<file path="src/hw/rtl/lpu_pkg.sv">
// Shared constants, item kinds and the 6-bit symbol coder for the LED pixel frame encoder.
package lpu_pkg;

   localparam int PINS_DEF = 8;

   localparam int PIN_BITS    = 3;
   localparam int WORD_BITS   = 32;
   localparam int CODE_BITS   = 24;
   localparam int COUNT_BITS  = 3;
   localparam int MASK_BITS   = 8;
   localparam int CSR_AW      = 4;
   localparam int CSR_DW      = 32;
   localparam int REQ_DATA_W  = 40;
   localparam int RSP_DATA_W  = 136;

   // item kinds carried in req_tuser
   localparam logic [1:0] KIND_WRITE   = 2'd0;
   localparam logic [1:0] KIND_READ    = 2'd1;
   localparam logic [1:0] KIND_REFRESH = 2'd2;

   // register indexes (byte address 4*index)
   localparam logic [1:0] REG_ENABLED  = 2'd0;
   localparam logic [1:0] REG_EXTENDED = 2'd1;
   localparam logic [1:0] REG_GRB      = 2'd2;
   localparam logic [1:0] REG_FILL8    = 2'd3;

   localparam logic [COUNT_BITS-1:0] BYTES_RGB  = 3'd3;
   localparam logic [COUNT_BITS-1:0] BYTES_RGBW = 3'd4;

   // symbol for one bit pair, top pair sent first
   localparam logic [5:0] SYM_TABLE [4] = '{6'b110111, 6'b000111, 6'b110100, 6'b000100};

   function automatic logic [CODE_BITS-1:0] encode_byte(input logic [7:0] b);
      logic [CODE_BITS-1:0] code;
      code = '0;
      for (int k = 0; k < 4; k++) begin
         code[6*k +: 6] = SYM_TABLE[b[7-2*k -: 2]];
      end
      return code;
   endfunction

endpackage

</file>
<file path="src/hw/rtl/lpu_frame_fmt.sv">
// Turns one stored colour word into the byte codes of a pixel frame.
module lpu_frame_fmt (
   input  logic [31:0] word,
   input  logic        grb,
   input  logic        ext,
   output logic [23:0] first_code,
   output logic [23:0] second_code,
   output logic [23:0] third_code,
   output logic [23:0] fourth_code,
   output logic [2:0]  byte_count
);
   import lpu_pkg::*;

   logic [7:0] white;
   logic [7:0] red;
   logic [7:0] green;
   logic [7:0] blue;

   always_comb begin
      white = word[31:24];
      red   = word[23:16];
      green = word[15:8];
      blue  = word[7:0];
      first_code  = encode_byte(grb ? green : red);
      second_code = encode_byte(grb ? red : green);
      third_code  = encode_byte(blue);
      fourth_code = ext ? encode_byte(white) : '0;
      byte_count  = ext ? BYTES_RGBW : BYTES_RGB;
   end

endmodule

</file>
<file path="src/hw/rtl/led_pixel_uart_frame_encoder.sv">
// Top level: pixel word memory, refresh sequencer, output register and register port.
//
// Items arrive on req_* (tuser = kind, tdata = pin and colour word) and are taken
// only while the sequencer is idle. A write stores the word and refreshes, a read
// returns one stored word, a forced refresh sends every pin. Results leave on rsp_*
// through one output register; tlast marks the final result of an item.
// The first result of a read is registered in the output register from S_SEND; a
// write or forced refresh first passes S_FETCH and then S_SEND. A refresh visits
// S_FETCH once per visited pin, where the single read port of the word memory
// fetches that pin's word, and S_SEND once per frame, eight frames per pin under
// fill8. S_SEND waits while the output register is full and not taken, and a new
// item is taken only after the sequencer is back in S_IDLE.
// When the receiver stalls, the output register holds its result and the
// sequencer waits; an idle block still takes a new item while a result waits.
// Reset clears the sequencer, the output valid, the masks and the per-pin valid
// bits, so every stored word reads as zero until written. Configuration is
// written through the csr_* port at byte address 4*index.
module led_pixel_uart_frame_encoder #(
   parameter int PINS = lpu_pkg::PINS_DEF
) (
   input  logic                           clock,
   input  logic                           reset,
   // tdata: pin[2:0], value[34:3], zero pad
   input  logic [lpu_pkg::REQ_DATA_W-1:0] req_tdata,
   // tuser: kind[1:0]
   input  logic [1:0]                     req_tuser,
   input  logic                           req_tvalid,
   output logic                           req_tready,
   // tdata: read_word[31:0], frame_pin[34:32], first_byte_code[58:35],
   // second_byte_code[82:59], third_byte_code[106:83], fourth_byte_code[130:107],
   // bytes_in_frame[133:131], pin_done[134], zero pad
   output logic [lpu_pkg::RSP_DATA_W-1:0] rsp_tdata,
   // tuser: is_read_data[0]
   output logic                           rsp_tuser,
   output logic                           rsp_tlast,
   output logic                           rsp_tvalid,
   input  logic                           rsp_tready,
   input  logic                           csr_psel,
   input  logic                           csr_penable,
   input  logic                           csr_pwrite,
   input  logic [lpu_pkg::CSR_AW-1:0]     csr_paddr,
   input  logic [lpu_pkg::CSR_DW-1:0]     csr_pwdata,
   output logic [lpu_pkg::CSR_DW-1:0]     csr_prdata,
   output logic                           csr_pready
);
   import lpu_pkg::*;

   localparam int PIN_W = (PINS > 1) ? $clog2(PINS) : 1;
   localparam logic [PIN_BITS:0] PIN_LIMIT = (PIN_BITS+1)'(PINS);
   localparam logic [PIN_BITS-1:0] PIN_LAST = PIN_BITS'(PINS - 1);

   typedef enum logic [1:0] {
      S_IDLE,
      S_FETCH,
      S_SEND
   } state_type;

   // configuration
   logic [MASK_BITS-1:0] enabled_ff, extended_ff, grb_ff, fill8_ff;
   logic                 csr_write;

   // word memory
   logic [WORD_BITS-1:0] pixel_mem_ff [PINS];
   logic [PINS-1:0]      valid_ff;
   logic [WORD_BITS-1:0] rdata_ff;
   logic                 rvalid_ff;
   logic [PIN_W-1:0]     raddr;

   // sequencer
   state_type           state_ff;
   logic [PIN_BITS-1:0] pin_ff;
   logic [2:0]          rep_ff;
   logic                force_ff;
   logic                read_mode_ff;
   logic                in_range_ff;

   // output register
   logic                  rsp_valid_ff;
   logic                  rsp_user_ff;
   logic                  rsp_last_ff;
   logic [WORD_BITS-1:0]  out_word_ff;
   logic [PIN_BITS-1:0]   out_pin_ff;
   logic [CODE_BITS-1:0]  out_c1_ff, out_c2_ff, out_c3_ff, out_c4_ff;
   logic [COUNT_BITS-1:0] out_count_ff;
   logic                  out_done_ff;

   // request fields
   logic [1:0]           req_kind;
   logic [PIN_BITS-1:0]  req_pin;
   logic [WORD_BITS-1:0] req_value;
   logic                 req_fire;
   logic                 req_in_range;

   // frame assembly
   logic [WORD_BITS-1:0]  word;
   logic [CODE_BITS-1:0]  c1, c2, c3, c4;
   logic [COUNT_BITS-1:0] count;
   logic                  out_free;
   logic                  rsp_load;
   logic                  rep_last;
   logic [PIN_BITS-1:0]   pin_next;
   logic                  more_pins;

   assign req_kind     = req_tuser;
   assign req_pin      = req_tdata[2:0];
   assign req_value    = req_tdata[34:3];
   assign req_tready   = (state_ff == S_IDLE);
   assign req_fire     = req_tvalid && req_tready;
   assign req_in_range = ({1'b0, req_pin} < PIN_LIMIT);

   assign raddr = (state_ff == S_IDLE) ? req_pin[PIN_W-1:0] : pin_ff[PIN_W-1:0];

   // ---------------- register port ----------------
   assign csr_pready = 1'b1;
   assign csr_write  = csr_psel && csr_penable && csr_pwrite && csr_pready;

   always_ff @(posedge clock) begin
      if (reset) begin
         enabled_ff  <= '0;
         extended_ff <= '0;
         grb_ff      <= '0;
         fill8_ff    <= '0;
      end else if (csr_write) begin
         case (csr_paddr[3:2])
            REG_ENABLED:  enabled_ff  <= csr_pwdata[MASK_BITS-1:0];
            REG_EXTENDED: extended_ff <= csr_pwdata[MASK_BITS-1:0];
            REG_GRB:      grb_ff      <= csr_pwdata[MASK_BITS-1:0];
            REG_FILL8:    fill8_ff    <= csr_pwdata[MASK_BITS-1:0];
            default:      ;
         endcase
      end
   end

   always_comb begin
      case (csr_paddr[3:2])
         REG_ENABLED:  csr_prdata = {{(CSR_DW-MASK_BITS){1'b0}}, enabled_ff};
         REG_EXTENDED: csr_prdata = {{(CSR_DW-MASK_BITS){1'b0}}, extended_ff};
         REG_GRB:      csr_prdata = {{(CSR_DW-MASK_BITS){1'b0}}, grb_ff};
         REG_FILL8:    csr_prdata = {{(CSR_DW-MASK_BITS){1'b0}}, fill8_ff};
         default:      csr_prdata = '0;
      endcase
   end

   // ---------------- word memory ----------------
   always_ff @(posedge clock) begin
      if (req_fire && req_kind == KIND_WRITE && req_in_range) begin
         pixel_mem_ff[req_pin[PIN_W-1:0]] <= req_value;
      end
      rdata_ff <= pixel_mem_ff[raddr];
   end

   // unwritten entries read as zero
   always_ff @(posedge clock) begin
      if (reset) begin
         valid_ff  <= '0;
         rvalid_ff <= 1'b0;
      end else begin
         if (req_fire && req_kind == KIND_WRITE && req_in_range) begin
            valid_ff[req_pin[PIN_W-1:0]] <= 1'b1;
         end
         rvalid_ff <= valid_ff[raddr];
      end
   end

   // ---------------- frame assembly ----------------
   assign word = (rvalid_ff && in_range_ff) ? rdata_ff : '0;

   lpu_frame_fmt u_fmt (
      .word        (word),
      .grb         (grb_ff[pin_ff]),
      .ext         (extended_ff[pin_ff]),
      .first_code  (c1),
      .second_code (c2),
      .third_code  (c3),
      .fourth_code (c4),
      .byte_count  (count)
   );

   assign out_free  = !rsp_valid_ff || rsp_tready;
   assign rsp_load  = (state_ff == S_SEND) && out_free;
   assign rep_last  = !fill8_ff[pin_ff] || (rep_ff == 3'd7);
   assign pin_next  = pin_ff + 3'd1;
   assign more_pins = (pin_ff != PIN_LAST) && (force_ff || enabled_ff[pin_next]);

   // ---------------- sequencer and output register ----------------
   always_ff @(posedge clock) begin
      if (reset) begin
         state_ff     <= S_IDLE;
         rsp_valid_ff <= 1'b0;
         pin_ff       <= '0;
         rep_ff       <= '0;
         force_ff     <= 1'b0;
         read_mode_ff <= 1'b0;
         in_range_ff  <= 1'b0;
      end else begin
         if (rsp_load) begin
            rsp_valid_ff <= 1'b1;
         end else if (rsp_tready) begin
            rsp_valid_ff <= 1'b0;
         end
         case (state_ff)
            S_IDLE: begin
               if (req_fire) begin
                  rep_ff <= '0;
                  case (req_kind)
                     KIND_READ: begin
                        // word for this pin is read at this edge
                        pin_ff       <= req_pin;
                        in_range_ff  <= req_in_range;
                        read_mode_ff <= 1'b1;
                        state_ff     <= S_SEND;
                     end
                     KIND_WRITE: begin
                        pin_ff       <= '0;
                        in_range_ff  <= 1'b1;
                        read_mode_ff <= 1'b0;
                        force_ff     <= 1'b0;
                        state_ff     <= enabled_ff[0] ? S_FETCH : S_IDLE;
                     end
                     KIND_REFRESH: begin
                        pin_ff       <= '0;
                        in_range_ff  <= 1'b1;
                        read_mode_ff <= 1'b0;
                        force_ff     <= 1'b1;
                        state_ff     <= S_FETCH;
                     end
                     default: ;
                  endcase
               end
            end
            S_FETCH: begin
               rep_ff   <= '0;
               state_ff <= S_SEND;
            end
            S_SEND: begin
               if (out_free) begin
                  rsp_user_ff  <= read_mode_ff;
                  out_pin_ff   <= pin_ff;
                  if (read_mode_ff) begin
                     out_word_ff  <= word;
                     out_c1_ff    <= '0;
                     out_c2_ff    <= '0;
                     out_c3_ff    <= '0;
                     out_c4_ff    <= '0;
                     out_count_ff <= '0;
                     out_done_ff  <= 1'b0;
                     rsp_last_ff  <= 1'b1;
                     state_ff     <= S_IDLE;
                  end else begin
                     out_word_ff  <= '0;
                     out_c1_ff    <= c1;
                     out_c2_ff    <= c2;
                     out_c3_ff    <= c3;
                     out_c4_ff    <= c4;
                     out_count_ff <= count;
                     out_done_ff  <= rep_last;
                     rsp_last_ff  <= rep_last && !more_pins;
                     if (!rep_last) begin
                        rep_ff <= rep_ff + 3'd1;
                     end else if (more_pins) begin
                        pin_ff   <= pin_next;
                        state_ff <= S_FETCH;
                     end else begin
                        state_ff <= S_IDLE;
                     end
                  end
               end
            end
            default: state_ff <= S_IDLE;
         endcase
      end
   end

   assign rsp_tvalid = rsp_valid_ff;
   assign rsp_tuser  = rsp_user_ff;
   assign rsp_tlast  = rsp_last_ff;
   assign rsp_tdata  = {1'b0, out_done_ff, out_count_ff, out_c4_ff, out_c3_ff, out_c2_ff,
                        out_c1_ff, out_pin_ff, out_word_ff};

endmodule

</file>
<file path="config.mk">
export PLATFORM = sky130hd
export DESIGN_NAME = led_pixel_uart_frame_encoder
export DESIGN_NICKNAME = d
export VERILOG_FILES = /design/src/hw/rtl/lpu_pkg.sv /design/src/hw/rtl/lpu_frame_fmt.sv /design/src/hw/rtl/led_pixel_uart_frame_encoder.sv
export SDC_FILE = /design/constraint.sdc
export NUM_CORES = 1
export LEC_CHECK = 0
export BUFFER_PORTS_ARGS = -buffer_cell sky130_fd_sc_hd__buf_2
export CORE_UTILIZATION = 35
export DETAILED_ROUTE_END_ITERATION = 10
export PLACE_DENSITY_LB_ADDON = 0.2
export SLEW_MARGIN = 10
export SYNTH_ARGS = -nofsm -noshare
export SYNTH_HDL_FRONTEND = slang
export SYNTH_HIERARCHICAL = 1
export SYNTH_SLANG_ARGS = --single-unit
</file>
<file path="constraint.sdc">
create_clock -name clock -period 12.5 [get_ports clock]
set_clock_uncertainty 0.15 [all_clocks]
set_input_delay 1.875 -clock clock [delete_from_list [all_inputs] [get_ports clock]]
set_output_delay 1.875 -clock clock [all_outputs]
set_load 0.01 [all_outputs]
</file>
# Word level (Yosys, flattened, before mapping)
# Memory sizes are Yosys's and may differ from the RTL's. A register that Yosys moved wholly into a read port is not among the register bits.
# Index checks and enable logic that the tools add are counted.
[classes] reduce_logical=37 add_sub_neg=2 muxes=92 n_bitwise=19 order_cmp=21 n_eq_ne=18
[op_table] cell="$bmux W6 S2" count=16
[op_table] cell="$mux W6" count=32
[op_table] cell="$pmux W32 S4" count=1
[op_table] cell="$ge A3 B3 Y1 const B" count=16
[op_table] cell="$not A2 Y3" count=16
[op_table] cell="$mux W3" count=11
[op_table] cell="$mux W32" count=1
[op_table] cell="$lt A3 B4 Y1 const B" count=4
[op_table] cell="$mux W8" count=2
[op_table] cell="$bmux W1 S3" count=5
[op_table] cell="$mux W1" count=12
[op_table] cell="$pmux W2 S3" count=2
[op_table] cell="$pmux W3 S2" count=2
[op_table] cell="$reduce_and A3 Y1" count=4
[op_table] cell="$ne A2 B2 Y1 const B" count=5
[op_table] cell="$logic_and A1 B1 Y1" count=9
[op_table] cell="$pmux W3 S3" count=1
[op_table] cell="$eq A2 B2 Y1 const B" count=4
[op_table] cell="$mux W2" count=4
[op_table] cell="$or A8 B8 Y8" count=1
[op_table] cell="$reduce_and A2 Y1" count=4
[op_table] cell="$reduce_bool A2 Y1" count=4
[op_table] cell="$reduce_and A7 Y1" count=1
[op_table] cell="$add A3 B1 Y3 const B" count=2
[op_table] cell="other kinds (18)" count=30
[totals] memories=1 mem_bits_rw=256 in_bits=85 register_bits=190 elab_cells=213 output_inout_bits=173
[memory_table] name="pixel_mem_ff" words=8 word_bits=32 rd=1 rd_ports_with_merged_regs=1 write_ports=1 line_no="led_pixel_uart_frame_encoder.sv:63" rtl="logic [WORD_BITS-1:0] pixel_mem_ff [PINS];"

# Logic depth before layout (Yosys ltp)
[logic_depth] word_depth=10 ltp_mapped=9 ltp_nobuf=7

# Modules after synthesis
# The synthesis kept the hierarchy.
[by_module_without_submodules] module="led_pixel_uart_frame_encoder" seq_area_each_um2=13503.0 cells_each=1032 area_per_inst_um2=18383.9 instances=1
[by_module_without_submodules] module="lpu_frame_fmt" seq_area_each_um2=0.0 cells_each=103 area_per_inst_um2=778.2 instances=1

# Worst setup path after synthesis
# No wires, ideal clock.
[synth_path] path_type="in2reg" from="in reset" to="reg out_c1_ff[0], enable pin" t_required_ns=11.548 path_slack_ns=-0.017 path_buffers=2 t_arrival_ns=11.565 cell_stages=3 setup_ns=0.802 cell_sequence="clkbuf_1 clkbuf_1 nor3_1"
[synth_between] elab_chain_len=2
[synth_rtl] item="start: declaration" line_no="led_pixel_uart_frame_encoder.sv:22" rtl="input logic reset,"
[synth_rtl] item="$not A1 Y1 (no line)"
[synth_rtl] item="$reduce_and A3 Y1 (no line)"
[synth_rtl] item="end signal: assignment" line_no="led_pixel_uart_frame_encoder.sv:241" rtl="out_c1_ff <= '0;"
[synth_rtl] item="end signal: assignment" line_no="led_pixel_uart_frame_encoder.sv:251" rtl="out_c1_ff <= c1;"
[synth_rtl] item="end: declaration" line_no="led_pixel_uart_frame_encoder.sv:83" rtl="logic [CODE_BITS-1:0] out_c1_ff, out_c2_ff, out_c3_ff, out_c4_ff;"
# Every way passes these cells.
# A chain may end at the register's enable or synchronous reset.

# Final worst setup path
[layout_path] from="in csr_paddr[2] in the netlist's numbering" to="out csr_prdata[4] in the netlist's numbering"
[layout_between] elab_chain_len=2 elab_cells_between_ends=5 classes_between="eq/ne: 3; mux: 1; reduce/logical: 1"
[layout_rtl] item="start: declaration" line_no="led_pixel_uart_frame_encoder.sv:41" rtl="input logic [lpu_pkg::CSR_AW-1:0] csr_paddr,"
[layout_rtl] item="$eq A2 B2 Y1, or another cell as far along" line_no="led_pixel_uart_frame_encoder.sv:135" rtl="case (csr_paddr[3:2])"
[layout_rtl] item="$pmux W32 S4 *" line_no="led_pixel_uart_frame_encoder.sv:135"
[layout_rtl] item="end: declaration" line_no="led_pixel_uart_frame_encoder.sv:43" rtl="output logic [lpu_pkg::CSR_DW-1:0] csr_prdata,"
# Mark *: on every way between the ends. The rest lies on a longest branch, timed or not. The select of a mux whose other input is x is not followed.

==> impl_metrics.toml <==
[outcome]
status = "complete, no violations"

[setup_path]
r2r-start = "state_ff[1]"
worstPathArrival_ns = 2.90
crit_path_start = "csr_paddr[2]"
path_cells = "buf_2 > mux4_2 > buf_2"
max_stage_delay_ns = 0.57
cp_top_family = "multiplexers"
critPathRequiredTime_ns = 10.47
crit_slowest_cell = "mux4_2"
start_kind = "input port"
endpoint_kind = "primary output"
path_class = "input port to primary output"
path_buf_inv = 2
crit_top_cell = "buf_2"
crit_fanout = 11

[clocking]
post_cts_resize_count = 0
insertion_delay_ns = 0.61
htreeDepth = 2
cts_hold_buf = 0
postCtsSetupBuffers = 0
root_buffer = "clkbuf_16"
clockBufferDepth = 3
cts_sinks = 478
cts_buffers = 51
path_clk_slew_ns = 0.06
tritoncts = "yes"

[sta]
max_freq_mhz = 203.2
rsz0062_at_grt = "no"
setup_viol = 0
report.final.slew_viol_count = 0
tightestPinTransition_ns = 1.028
finalHoldViolCount = 0
max_slew_margin = 0.3127
period_needed_ns = 4.922
fin_crit_sh = 0.3937
finalSetupTns_ns = 0

[global_routing]
grt_first_pass_wirelength_mm = 60.86
grt_max_degree = 97
grt_pass1_vias = 9676
gr-usage-all-layers = 0.1444
gr-total-overflow = 0
antenna_found_initial = 11

[routing]
drt_pass1_iterations = 5
ant_nets = 0
drtIter0Drc = 620
wl_per_cell_microns = 19.57
via_count = 9543
viasPerCell = 4.657
route.detailed.drc = 0
routed_wl_mm = 40.10

[logic_synthesis]
synth_cell_types = 47
netlist_instances = 1135
synthArstFlopShare = 0
synth_top_area_share = 0.6159
yosysWarnings = 6
ys_ff_latch = 478
ys.flop_type = "edfxtp_1"
avgSynthCellArea_sq_um = 16.88
synthTopCellsByArea = "edfxtp_1 (62%), mux4_2 (9.5%), dfxtp_1 (8.9%)"
synth-edff-count = 393
yosys.area.top_type = "edfxtp_1"
syn_area_sq_um = 19160
ys_seq_area_frac = 0.7047

[cells_and_area]
stdcell_area_sq_um = 22140
area_delta_synth_final_pct = 15.51
final_net_count = 1400
nFillCells = 4855
drive_gt1_frac = 0.3170
fin_util = 0.4105

[placement]
dpl-instance-area_sq_um = 20470
hpwlAfterDp_mm = 23.64
place_congestion = 0.7606
portBuffers = 200

[floorplanning]
core_sq_um = 53920
dieArea_sq_um = 55690
start_util = 0.3554
rows = 85
die-width_microns = 236.0
die_y_microns = 236.0
io_pins = 258

[min_path]
min_path_type = "flop to flop"
min_from = "valid_ff[6]"

[job]
cap_violations = 0

[pwr]
p_per_area_nw_per_um2 = 155.5
p_leak_nw = 7.864
irDropWorstVdd_mv = 0.1081
==> area by class of cell <==
class | count | area [sq um] | share of cell area
Antenna cell | 3 | 7.507 | 0.0003392
Timing Repair Buffer | 217 | 1129 | 0.05099
Clock buffer | 74 | 1453 | 0.06563
Clock inverter | 22 | 203.9 | 0.009214
Inverter | 19 | 73.82 | 0.003335
Sequential cell | 478 | 13510 | 0.6102
Tap cell | 696 | 870.8 | 0.03934
Multi-Input combinational cell | 540 | 4891 | 0.2210
==> layout by cell type, fill, tap and decap left out, types with 32 or more instances in the layout <==
cell type	instances
mux4_2	81
nor2b_1	109
and3_1	32
conb_1	54
and2_1	33
buf_2	200
clkbuf_16	51
nor2_1	66
mux2_2	33
mux2i_1	49
edfxtp_1	393
dfxtp_1	84
==> tightest hold or removal path: cells and delay by family, from the launching register on <==
family | cells | cell delay (ns)
AND/OR/NAND/NOR | 2 | 0.12
flip-flops | 1 | 0.32
==> through the flow <==
stage	setup WS, ns	instances	total power [W]	hold WS, ns
after floorplan	4.199	1185	0.001953	0.2797
after global placement	7.569	1950	0.002009	0.2942
after detailed placement	7.569	1950	0.002011	0.3075
after CTS	7.567	2046	0.003491	0.3212
after global routing	7.517	2047	0.003574	0.3438
final	7.578	2049	0.003442	0.3172
==> final timing paths <==
kind,slack [ns],depth (start not counted),to
max,7.58,3,csr_prdata[4]
min,0.32,2,valid_ff[6]
max reg2reg,8.89,7,rdata_ff[17]
min reg2reg,0.32,2,valid_ff[6]
==> routing by layer <==
metal,global-route usage,part of all wire,vias up
li1,-,-,4446
met1,0.2025,0.46,4776
met2,0.2222,0.46,254
met3,0.03604,0.056,57
met4,0.04021,0.018,10
met5,0,0.0015,-
==> flip-flops by register name, indices dropped and copies added, names as in the netlist, 8 cells and up <==
signal        cells
out_c2_ff        24
out_c3_ff        24
extended_ff       8
pixel_mem_ff    256
enabled_ff        8
out_c4_ff        24
valid_ff          8
out_c1_ff        24
grb_ff            8
rdata_ff         32
fill8_ff          8
out_word_ff      32
==> kinds of logic (layout without fill, tap and decap cells) <==
group | after synthesis | after routing | share of synthesized area
flops | 478 | 478 | 0.7047
simple gates | 281 | 281 | 0.08097
mux | 167 | 167 | 0.1423
buf+inv | 167 | 332 | 0.05498
compound gates | 29 | 29 | 0.01058
fa+ha+maj | 8 | 8 | 0.005224
other cells | 4 | 57 | 0.0007833
xor+xnor | 1 | 1 | 0.0004572
==> Yosys cell counts (2+ instances only) <==
cell	instances
edfxtp_1	393
nor2b_1	109
buf_4	93
dfxtp_1	85
mux4_2	81
nor2_1	69
mux2i_1	52
clkbuf_1	36
and2_1	33
mux2_2	33
and3_1	32
inv_1	18
buf_2	11
nand2_1	10
nor3_1	9
ha_1	8
a21oi_1	7
buf_6	6
nand2b_1	5
nand3_1	5
a221oi_1	4
conb_1	4
o21ai_0	4
a31oi_1	3
nand4_1	2
o31ai_1	2
==> power by group <==
part / switching [W] / internal, W / leakage (nW)
combinational: 0.000110 / 0.0000850 / 2.82
sequential: 0.0000213 / 0.00176 / 4.24
clock: 0.000634 / 0.000835 / 0.806
total: 0.000765 / 0.00268 / 7.86
Note: power is estimated with default switching activity, not from simulation.
